**src/rtl/btat_pkg.sv**
```systemverilog
// Shared types and constants of the box track association table.
`default_nettype none

package btat_pkg;

	// Fixed field widths of the item and result payloads.
	localparam int COORD_BITS = 12;
	localparam int MISS_BITS  = 8;
	localparam int SLOT_BITS  = 4;

	// Operation codes of an input item.
	localparam logic [1:0] OP_ADD       = 2'd0;
	localparam logic [1:0] OP_DETECT    = 2'd1;
	localparam logic [1:0] OP_END_FRAME = 2'd2;

	// Kinds of result.
	localparam logic [1:0] KIND_ADD   = 2'd0;
	localparam logic [1:0] KIND_ENTRY = 2'd1;
	localparam logic [1:0] KIND_EMPTY = 2'd2;

	// Miss limit after reset.
	localparam logic [MISS_BITS-1:0] MISS_LIMIT_RESET = 8'd10;

	// One input item.
	typedef struct packed {
		logic [1:0]            operation;
		logic [COORD_BITS-1:0] box_x;
		logic [COORD_BITS-1:0] box_y;
		logic [COORD_BITS-1:0] box_w;
		logic [COORD_BITS-1:0] box_h;
	} item_t;

	// One result item.
	typedef struct packed {
		logic [1:0]            result_kind;
		logic                  add_accepted;
		logic [SLOT_BITS-1:0]  slot;
		logic [COORD_BITS-1:0] out_x;
		logic [COORD_BITS-1:0] out_y;
		logic [COORD_BITS-1:0] out_w;
		logic [COORD_BITS-1:0] out_h;
		logic [MISS_BITS-1:0]  missed;
		logic                  last;
	} result_t;

	// A box as held in the track and detection memories.
	typedef struct packed {
		logic [COORD_BITS-1:0] x;
		logic [COORD_BITS-1:0] y;
		logic [COORD_BITS-1:0] w;
		logic [COORD_BITS-1:0] h;
	} box_t;

	// One entry of the track memory.
	typedef struct packed {
		box_t                 box;
		logic [MISS_BITS-1:0] missed;
	} track_t;

	// Controller states.
	typedef enum logic [2:0] {
		S_IDLE,
		S_TRK,
		S_DET,
		S_WB,
		S_EM_START,
		S_EM_OUT
	} state_t;

	// Commands from the controller to the datapath.
	typedef struct packed {
		logic trk_add;
		logic trk_keep;
		logic det_write;
		logic work_load;
		logic det_check;
		logic clear_used;
		logic out_add;
		logic add_ok;
		logic out_entry;
		logic out_empty;
		logic out_last;
	} dp_cmd_t;

endpackage

`default_nettype wire

```
**src/rtl/btat_dp.sv**
```systemverilog
// Datapath: track and detection memories, working track, containment test and result register.
`default_nettype none

module btat_dp #(
	parameter int MAX_TRACKS     = 16,
	parameter int MAX_DETECTIONS = 16,
	localparam int TIW = $clog2(MAX_TRACKS),
	localparam int DIW = $clog2(MAX_DETECTIONS)
) (
	input  wire logic                                clk,
	input  wire logic                                arst_n,
	input  wire logic                                cfg_we,
	input  wire logic [btat_pkg::MISS_BITS-1:0]      cfg_wdata,
	input  wire btat_pkg::item_t                     item,
	input  wire btat_pkg::dp_cmd_t                   cmd,
	input  wire logic [TIW-1:0]                      trk_raddr,
	input  wire logic [TIW-1:0]                      trk_waddr,
	input  wire logic [DIW-1:0]                      det_raddr,
	input  wire logic [DIW-1:0]                      det_waddr,
	input  wire logic [DIW-1:0]                      det_sel,
	input  wire logic [btat_pkg::SLOT_BITS-1:0]      out_slot,
	output logic                                     survive,
	output btat_pkg::result_t                        result,
	output logic                                     result_valid
);

	localparam int CB = btat_pkg::COORD_BITS;
	localparam int MB = btat_pkg::MISS_BITS;

	btat_pkg::box_t   in_box;
	btat_pkg::track_t trk_mem_q [MAX_TRACKS];
	btat_pkg::track_t trk_rd_q;
	btat_pkg::box_t   det_mem_q [MAX_DETECTIONS];
	btat_pkg::box_t   det_rd_q;
	btat_pkg::box_t   work_box_q;
	logic [MB-1:0]    work_miss_q;
	logic             hit_q;
	logic [MAX_DETECTIONS-1:0] used_q;
	logic [MB-1:0]    miss_limit_q;
	logic [MB-1:0]    new_miss;
	logic [CB:0]      cx;
	logic [CB:0]      cy;
	logic [CB:0]      tx_end;
	logic [CB:0]      ty_end;
	logic             centre_in;
	logic             take;
	btat_pkg::result_t res_q;
	logic             res_valid_q;

	assign in_box = '{x: item.box_x, y: item.box_y, w: item.box_w, h: item.box_h};

	// Miss limit register.
	always_ff @(posedge clk or negedge arst_n) begin
		if (!arst_n) begin
			miss_limit_q <= btat_pkg::MISS_LIMIT_RESET;
		end else if (cfg_we) begin
			miss_limit_q <= cfg_wdata;
		end
	end

	// Track memory: one write port, one registered read port.
	always_ff @(posedge clk) begin
		if (cmd.trk_add) begin
			trk_mem_q[trk_waddr] <= '{box: in_box, missed: '0};
		end else if (cmd.trk_keep) begin
			trk_mem_q[trk_waddr] <= '{box: work_box_q, missed: new_miss};
		end
		trk_rd_q <= trk_mem_q[trk_raddr];
	end

	// Detection memory: one write port, one registered read port.
	always_ff @(posedge clk) begin
		if (cmd.det_write) begin
			det_mem_q[det_waddr] <= in_box;
		end
		det_rd_q <= det_mem_q[det_raddr];
	end

	// The detection centre must lie inside the working box, right and bottom edges excluded.
	always_comb begin
		cx        = {1'b0, det_rd_q.x} + {2'b00, det_rd_q.w[CB-1:1]};
		cy        = {1'b0, det_rd_q.y} + {2'b00, det_rd_q.h[CB-1:1]};
		tx_end    = {1'b0, work_box_q.x} + {1'b0, work_box_q.w};
		ty_end    = {1'b0, work_box_q.y} + {1'b0, work_box_q.h};
		centre_in = (cx >= {1'b0, work_box_q.x}) && (cx < tx_end) &&
		            (cy >= {1'b0, work_box_q.y}) && (cy < ty_end);
		take      = cmd.det_check && !used_q[det_sel] && centre_in;
	end

	// Missed count after this frame and whether the track stays.
	always_comb begin
		if (hit_q) begin
			new_miss = '0;
		end else if (work_miss_q == {MB{1'b1}}) begin
			new_miss = work_miss_q;
		end else begin
			new_miss = work_miss_q + MB'(1);
		end
		survive = hit_q || (new_miss < miss_limit_q);
	end

	// Working track: loaded from memory, replaced by each detection it takes.
	always_ff @(posedge clk) begin
		if (cmd.work_load) begin
			work_box_q  <= trk_rd_q.box;
			work_miss_q <= trk_rd_q.missed;
		end else if (take) begin
			work_box_q <= det_rd_q;
		end
	end

	// Match flag of the working track and used flags of the detections.
	always_ff @(posedge clk or negedge arst_n) begin
		if (!arst_n) begin
			hit_q  <= 1'b0;
			used_q <= '0;
		end else begin
			if (cmd.work_load) begin
				hit_q <= 1'b0;
			end else if (take) begin
				hit_q <= 1'b1;
			end
			if (cmd.clear_used) begin
				used_q <= '0;
			end else if (take) begin
				used_q[det_sel] <= 1'b1;
			end
		end
	end

	// Result register: each result is shown for one cycle.
	always_ff @(posedge clk) begin
		if (cmd.out_add) begin
			res_q <= '{result_kind: btat_pkg::KIND_ADD, add_accepted: cmd.add_ok,
			           slot: out_slot, out_x: '0, out_y: '0, out_w: '0, out_h: '0,
			           missed: '0, last: 1'b1};
		end else if (cmd.out_entry) begin
			res_q <= '{result_kind: btat_pkg::KIND_ENTRY, add_accepted: 1'b0,
			           slot: out_slot, out_x: trk_rd_q.box.x, out_y: trk_rd_q.box.y,
			           out_w: trk_rd_q.box.w, out_h: trk_rd_q.box.h,
			           missed: trk_rd_q.missed, last: cmd.out_last};
		end else if (cmd.out_empty) begin
			res_q <= '{result_kind: btat_pkg::KIND_EMPTY, add_accepted: 1'b0,
			           slot: '0, out_x: '0, out_y: '0, out_w: '0, out_h: '0,
			           missed: '0, last: 1'b1};
		end
	end

	always_ff @(posedge clk or negedge arst_n) begin
		if (!arst_n) begin
			res_valid_q <= 1'b0;
		end else begin
			res_valid_q <= cmd.out_add || cmd.out_entry || cmd.out_empty;
		end
	end

	assign result       = res_q;
	assign result_valid = res_valid_q;

endmodule

`default_nettype wire

```
**src/rtl/btat_ctrl.sv**
```systemverilog
// Controller: item decode, association sequencing, compaction and table readout.
`default_nettype none

module btat_ctrl #(
	parameter int MAX_TRACKS     = 16,
	parameter int MAX_DETECTIONS = 16,
	localparam int TIW = $clog2(MAX_TRACKS),
	localparam int DIW = $clog2(MAX_DETECTIONS)
) (
	input  wire logic                            clk,
	input  wire logic                            arst_n,
	input  wire logic                            start,
	input  wire logic [1:0]                      operation,
	input  wire logic                            survive,
	output logic                                 busy,
	output btat_pkg::dp_cmd_t                    cmd,
	output logic [TIW-1:0]                       trk_raddr,
	output logic [TIW-1:0]                       trk_waddr,
	output logic [DIW-1:0]                       det_raddr,
	output logic [DIW-1:0]                       det_waddr,
	output logic [DIW-1:0]                       det_sel,
	output logic [btat_pkg::SLOT_BITS-1:0]       out_slot
);

	localparam int TW = $clog2(MAX_TRACKS + 1);
	localparam int DW = $clog2(MAX_DETECTIONS + 1);

	btat_pkg::state_t state_q, state_d;
	logic [TW-1:0]  tc_q, tc_d;
	logic [DW-1:0]  fc_q, fc_d;
	logic [TIW-1:0] i_q, i_d;
	logic [DIW-1:0] j_q, j_d;
	logic [TW-1:0]  k_q, k_d;
	logic [TIW-1:0] e_q, e_d;
	logic           last_entry;

	// State and counter registers.
	always_ff @(posedge clk or negedge arst_n) begin
		if (!arst_n) begin
			state_q <= btat_pkg::S_IDLE;
			tc_q    <= '0;
			fc_q    <= '0;
			i_q     <= '0;
			j_q     <= '0;
			k_q     <= '0;
			e_q     <= '0;
		end else begin
			state_q <= state_d;
			tc_q    <= tc_d;
			fc_q    <= fc_d;
			i_q     <= i_d;
			j_q     <= j_d;
			k_q     <= k_d;
			e_q     <= e_d;
		end
	end

	// Next state, counters and datapath commands.
	always_comb begin
		state_d    = state_q;
		tc_d       = tc_q;
		fc_d       = fc_q;
		i_d        = i_q;
		j_d        = j_q;
		k_d        = k_q;
		e_d        = e_q;
		cmd        = '0;
		busy       = 1'b1;
		trk_raddr  = '0;
		trk_waddr  = k_q[TIW-1:0];
		det_raddr  = '0;
		det_waddr  = fc_q[DIW-1:0];
		det_sel    = j_q;
		out_slot   = '0;
		last_entry = (TW'(e_q) + TW'(1)) == tc_q;

		unique case (state_q)
			btat_pkg::S_IDLE: begin
				busy = 1'b0;
				if (start) begin
					unique case (operation)
						btat_pkg::OP_ADD: begin
							cmd.out_add = 1'b1;
							if (tc_q != TW'(MAX_TRACKS)) begin
								cmd.trk_add = 1'b1;
								cmd.add_ok  = 1'b1;
								trk_waddr   = tc_q[TIW-1:0];
								out_slot    = btat_pkg::SLOT_BITS'(tc_q);
								tc_d        = tc_q + TW'(1);
							end
						end
						btat_pkg::OP_DETECT: begin
							// A detection beyond the buffer is dropped.
							if (fc_q != DW'(MAX_DETECTIONS)) begin
								cmd.det_write = 1'b1;
								fc_d          = fc_q + DW'(1);
							end
						end
						btat_pkg::OP_END_FRAME: begin
							cmd.clear_used = 1'b1;
							i_d            = '0;
							k_d            = '0;
							if (tc_q == '0) begin
								state_d = btat_pkg::S_EM_START;
							end else begin
								state_d = btat_pkg::S_TRK;
							end
						end
						default: begin
						end
					endcase
				end
			end
			btat_pkg::S_TRK: begin
				// Track i is in the read register; first detection read goes out.
				cmd.work_load = 1'b1;
				j_d           = '0;
				if (fc_q == '0) begin
					state_d = btat_pkg::S_WB;
				end else begin
					state_d = btat_pkg::S_DET;
				end
			end
			btat_pkg::S_DET: begin
				// One detection checked per cycle, the next one read meanwhile.
				cmd.det_check = 1'b1;
				det_raddr     = j_q + DIW'(1);
				j_d           = j_q + DIW'(1);
				if ((DW'(j_q) + DW'(1)) == fc_q) begin
					state_d = btat_pkg::S_WB;
				end
			end
			btat_pkg::S_WB: begin
				// Surviving track goes to the next compacted slot.
				if (survive) begin
					cmd.trk_keep = 1'b1;
					k_d          = k_q + TW'(1);
				end
				trk_raddr = i_q + TIW'(1);
				if ((TW'(i_q) + TW'(1)) == tc_q) begin
					state_d = btat_pkg::S_EM_START;
				end else begin
					i_d     = i_q + TIW'(1);
					state_d = btat_pkg::S_TRK;
				end
			end
			btat_pkg::S_EM_START: begin
				tc_d = k_q;
				fc_d = '0;
				e_d  = '0;
				if (k_q == '0) begin
					cmd.out_empty = 1'b1;
					state_d       = btat_pkg::S_IDLE;
				end else begin
					state_d = btat_pkg::S_EM_OUT;
				end
			end
			btat_pkg::S_EM_OUT: begin
				// One table entry per cycle, the next one read meanwhile.
				cmd.out_entry = 1'b1;
				cmd.out_last  = last_entry;
				out_slot      = btat_pkg::SLOT_BITS'(e_q);
				trk_raddr     = e_q + TIW'(1);
				e_d           = e_q + TIW'(1);
				if (last_entry) begin
					state_d = btat_pkg::S_IDLE;
				end
			end
			default: begin
				state_d = btat_pkg::S_IDLE;
			end
		endcase
	end

endmodule

`default_nettype wire

```
**src/rtl/box_track_association_table_unit.sv**
```systemverilog
// Top level of the box track association table.
// An item is taken when start is high and busy is low. An add answers in the cycle
// after its transfer and a detection gives no result; both leave busy low. An end of
// frame holds busy high while the association runs: each track is read from the
// track memory, then compared with one detection per cycle through the single read
// port of the detection memory, then written back to its compacted slot if it survives.
// The surviving table then streams out one entry per cycle, and the final result is
// on the port in the same cycle as busy falls.
// Each result is on the result port for exactly one cycle with result_valid high;
// the receiver cannot stall it and must take every transfer as it comes.
`default_nettype none

module box_track_association_table_unit #(
	parameter int MAX_TRACKS     = 16,
	parameter int MAX_DETECTIONS = 16
) (
	input  wire logic                       clk,
	input  wire logic                       arst_n,
	input  wire logic                       start,
	output logic                            busy,
	input  wire btat_pkg::item_t            item,
	input  wire logic                       cfg_we,
	input  wire logic [btat_pkg::MISS_BITS-1:0] cfg_wdata,
	output logic                            result_valid,
	output btat_pkg::result_t               result
);

	localparam int TIW = $clog2(MAX_TRACKS);
	localparam int DIW = $clog2(MAX_DETECTIONS);

	btat_pkg::dp_cmd_t            cmd;
	logic [TIW-1:0]               trk_raddr;
	logic [TIW-1:0]               trk_waddr;
	logic [DIW-1:0]               det_raddr;
	logic [DIW-1:0]               det_waddr;
	logic [DIW-1:0]               det_sel;
	logic [btat_pkg::SLOT_BITS-1:0] out_slot;
	logic                         survive;

	btat_ctrl #(
		.MAX_TRACKS     (MAX_TRACKS),
		.MAX_DETECTIONS (MAX_DETECTIONS)
	) u_ctrl (
		.clk       (clk),
		.arst_n    (arst_n),
		.start     (start),
		.operation (item.operation),
		.survive   (survive),
		.busy      (busy),
		.cmd       (cmd),
		.trk_raddr (trk_raddr),
		.trk_waddr (trk_waddr),
		.det_raddr (det_raddr),
		.det_waddr (det_waddr),
		.det_sel   (det_sel),
		.out_slot  (out_slot)
	);

	btat_dp #(
		.MAX_TRACKS     (MAX_TRACKS),
		.MAX_DETECTIONS (MAX_DETECTIONS)
	) u_dp (
		.clk          (clk),
		.arst_n       (arst_n),
		.cfg_we       (cfg_we),
		.cfg_wdata    (cfg_wdata),
		.item         (item),
		.cmd          (cmd),
		.trk_raddr    (trk_raddr),
		.trk_waddr    (trk_waddr),
		.det_raddr    (det_raddr),
		.det_waddr    (det_waddr),
		.det_sel      (det_sel),
		.out_slot     (out_slot),
		.survive      (survive),
		.result       (result),
		.result_valid (result_valid)
	);

endmodule

`default_nettype wire

```
**config.mk**
```make
export PLATFORM = sky130hd
export DESIGN_NAME = box_track_association_table_unit
export DESIGN_NICKNAME = d
export VERILOG_FILES = /design/src/rtl/btat_pkg.sv /design/src/rtl/btat_dp.sv /design/src/rtl/btat_ctrl.sv /design/src/rtl/box_track_association_table_unit.sv
export SDC_FILE = /design/constraint.sdc
export NUM_CORES = 2
export LEC_CHECK = 0
export BUFFER_PORTS_ARGS = -buffer_cell sky130_fd_sc_hd__buf_4
export CORE_ASPECT_RATIO = 1.25
export CORE_MARGIN = 3
export CORE_UTILIZATION = 59
export CTS_BUF_LIST = sky130_fd_sc_hd__clkbuf_8
export DETAILED_ROUTE_END_ITERATION = 10
export GPL_TIMING_DRIVEN = 0
export PLACE_DENSITY = 0.78
export RECOVER_POWER = 25
export SLEW_MARGIN = 0
export SYNTH_ARGS = -nofsm -noshare
export SYNTH_HDL_FRONTEND = slang
export SYNTH_SLANG_ARGS = --single-unit
export TNS_END_PERCENT = 20
```
**constraint.sdc**
```tcl
create_clock -name clk -period 7 [get_ports clk]
set_input_delay 1.4 -clock clk [delete_from_list [all_inputs] [get_ports clk]]
set_output_delay 1.4 -clock clk [all_outputs]
set_load 0.01 [all_outputs]
```
==> summary.txt <==
Outcome
  • Status: complete, but fails checks
  • Failing checks: capacitance limit, slew limit

STA
  • Max-slew violation count: 112
  • Unrepaired setup endpoints after global routing: no
  • Period Utilization, post-route: 86.6%
  • Final worst setup slack: 940 ps
  • Achievable Freq: 0.165 GHz
  • Slew headroom: -111%
  • Skew final: roughly 85 ps
  • Slew @ Worst Pin: 3170 ps
  • Final Hold Viols: 0
  • Crit path time final: 6060 ps
  • Setup Viol. Count Final: 0

Final layout
  • Final std cells w/o fill: 6885
  • Final-stage net count: between 5k and 6k
  • FF/Latch Area: 0.0565 mm²
  • Share of post-route cells with drive strength above 1: between 10% and 20%
  • Area of the multi-input gates: between 0.015 and 0.02 mm²
  • Synth-to-Final Area Change: 12.5%
  • # fillers: around 8.2k

Clocking
  • Post CTS Setup Buffer Count: 0
  • # H-tree levels: 5
  • TritonCTS clock tree: built
  • Insertion delay to the later sink of the worst-skew pair: 1020 ps
  • Clock transition at path regs: 60 ps
  • Gates resized, CTS repair: 0
  • CTS Hold Bufs: 0
  • CTS max path bufs: 4
  • Root Buffer: clkbuf_8
  • Clock sink total: 1944
  • Num CTS Buffers: 298

Global routing
  • First-pass GRT wire length: roughly 290000 µm
  • Largest net degree at the start of global routing: 57
  • Global route overflow: 0
  • Vias in the first global route: 44.4k
  • Overall Global Routing Usage: 29.6%
  • Initial antenna violation count: 11

Worst setup path
  • Crit-path max FO: 25
  • Crit path required time: between 7000 and 8000 ps
  • Slowest-stage cell, CP: a21oi_2
  • CP top delay family: simple AND/OR/NAND/NOR gates
  • Crit-path cells: ha_1, nand3_1, or2_2, clkbuf_1, nor2b_1, nor3_1, ha_1, a211oi_1, nand2_1, a21oi_1, o31ai_1, a21oi_2, buf_2, and2_1, a32oi_1, nor2_4, buf_12, buf_12
  • CP Class: reg2reg
  • Crit path capture type: flop
  • Critical path launch point type: flop
  • Crit-path max cell delay: 760 ps
  • Worst R2R Path Depth: 18
  • Worst path depth: 18
  • Arrival @ worst endpoint: 6730 ps
  • Worst path bufs/invs: 4

Logic synthesis
  • Sequential fraction of the synthesis area: 73.0%
  • Most frequent cells after synthesis: 1725 x edfxtp_1, 366 x nand2_1, 277 x mux4_2
  • Number of synthesized flops with an enable pin: between 1.5k and 2k
  • Cell taking the most area after synthesis: edfxtp_1
  • Cell area after synthesis: 0.0773 mm²
  • Unique masters post-synth: 70
  • Main synth FF type: edfxtp_1
  • Syn Nets: 4615
  • Syn Area/Cell: 17.4 µm²
  • #FFs+latches synth: 1944
  • Synth Instances: 4435
  • Most numerous cell in the Yosys netlist: edfxtp_1
  • FFs w/ async S/R, synth: 2.88%
  • YS warnings: 0
  • Area contributors post-synth: edfxtp_1 67%, mux4_2 8.1%, dfxtp_1 4.2%
  • Yosys top cell area share: 67.0%

Placed design
  • Final Wtd Congestion: 0.991
  • Setup WS pre-CTS: 1020 ps
  • Cells after DPL: 6361
  • IO buf count: 127
  • DP HPWL: 140000 µm

Die
  • CORE AREA: 0.129 mm²
  • Die height: 411 µm
  • Initial core utilization: 59.8%
  • Die Footprint: 0.135 mm²
  • Die extent in x: between 300 and 400 µm
  • Num ports: 128
  • Standard-cell rows: 147

Hold path
  • Worst min path class: reg2reg
  • Hold depth: 0

Route
  • Vias: 43.5k
  • WL/cell: 28.7 µm
  • Remaining DRCs: 0
  • DRT antenna net count: 0
  • Vias per inst: ~6.3
  • Initial DRC Count: 4690
  • DRT Pass-1 Iters: 6
  • DRT Wirelength: 198000 µm

Power and ir drop
  • LEAKAGE: 29.6 nW
  • PwrDens: 388 mW/mm²
  • Max VDD drop: around 0.22 mV

Flow run
  • MaxCap Viol Count: 4
final cells by class:
cell class,count,area share (%)
Clock buffer,331,5.24
Sequential cell,1944,64.9
Buffer,248,1.14
Multi-Input combinational cell,2169,22.8
Inverter,74,0.319
Timing Repair Buffer,213,2.15
Clock inverter,187,0.978
Antenna cell,6,0.0173
Tap cell,1713,2.46
worst register-to-register path, cell delays in order, from the launching register on:
cell      delay, ps
edfxtp_1        420
ha_1            220
nand3_1         140
or2_2           320
clkbuf_1        160
nor2b_1         150
nor3_1          400
ha_1            340
a211oi_1        240
nand2_1          90
a21oi_1         140
o31ai_1         220
a21oi_2         760
buf_2           410
and2_1          220
a32oi_1         290
nor2_4          650
buf_12          280
buf_12          250
kinds of logic (layout without fill, tap and decap cells):
group,after synthesis,after routing,synth area share [%]
XOR/XNOR,59,59,0.668
adder cells (fa/ha/maj),119,119,1.96
buffers and inverters,322,1053,1.64
AO/OA/AOI/OAI,694,694,6.31
AND/OR/NAND/NOR,727,727,4.38
flip-flops,1944,1944,73.0
multiplexers,570,570,12.0
other,0,6,0
registers in the layout, summed over array words and instances, names as in the netlist, 5 cells and up:
register	flops
u_dp.result	64
u_dp.work_box_q	48
u_ctrl.fc_q	5
u_dp.used_q	16
u_dp.miss_limit_q	8
u_dp.det_rd_q	48
u_dp.work_miss_q	8
u_dp.trk_rd_q	56
u_dp.trk_mem_q	896
u_ctrl.tc_q	5
u_ctrl.k_q	5
u_dp.det_mem_q	768
where the power goes:
part | internal, mW | switching [mW] | total, mW
Clock | 4.43 | 4.23 | 8.66
Sequential | 13.9 | 0.897 | 14.8
Combinational | 4.04 | 6.25 | 10.3
path summary, 6_finish.rpt:
check                           slack [ps]           startpoint                endpoint
worst max register to register         940  u_dp.work_miss_q[0]  u_dp.trk_mem_q[10][40]
worst min-delay path                   440     u_dp.trk_rd_q[5]     u_dp.work_miss_q[5]
max in group asynchronous             3690               arst_n          u_dp.used_q[1]
min in group asynchronous             1430               arst_n    u_dp.miss_limit_q[7]
worst min register to register         440     u_dp.trk_rd_q[5]     u_dp.work_miss_q[5]
worst max-delay path                   940  u_dp.work_miss_q[0]  u_dp.trk_mem_q[10][40]
cells in the final DEF (no fill, tap or decap), types with 20 or more instances in the layout:
cell type / count
edfxtp_1: 1725
nand2_1: 366
clkbuf_8: 331
mux4_2: 277
clkbuf_1: 254
a211oi_1: 209
mux2i_1: 199
inv_1: 186
dfxtp_1: 163
and2_1: 154
ha_1: 114
a31oi_1: 112
mux2_2: 94
a21oi_1: 93
buf_4: 81
o21ai_0: 71
nor2_1: 67
a22o_1: 60
dfrtp_1: 54
a311oi_1: 50
buf_2: 40
buf_12: 37
xnor2_1: 36
clkinv_1: 36
buf_1: 26
clkinv_2: 25
nand3_1: 23
xor2_1: 23
buf_6: 22
a21o_1: 20
per-stage QoR:
step	area (µm²)	total power, mW	hold slack [ps]	utilization, %	setup TNS, ps
5_1_grt	87000	35.3	452	67.3	0
2_1_floorplan	77300	21.5	409	-	-34050
6_report	87000	33.7	439	67.3	0
3_5_place_dp	81900	25.2	425	63.3	0
3_3_place_gp	80400	24.9	417	62.2	-3768890
4_1_cts	87300	33.8	409	67.5	0
routing by layer:
| layer | global-route usage, % | share of wire [%] | routed length [µm] | vias up |
|---|---|---|---|---|
| met5 | 0 | 0.0066 | 13 | - |
| met4 | 16.6 | 6.0 | 11900 | 2 |
| met3 | 5.22 | 8.0 | 15800 | 486 |
| met2 | 49.0 | 50 | 98900 | 2261 |
| met1 | 37.2 | 36 | 71200 | 22100 |
| li1 | - | - | - | 18700 |
Power figures use the tool's default switching activity.
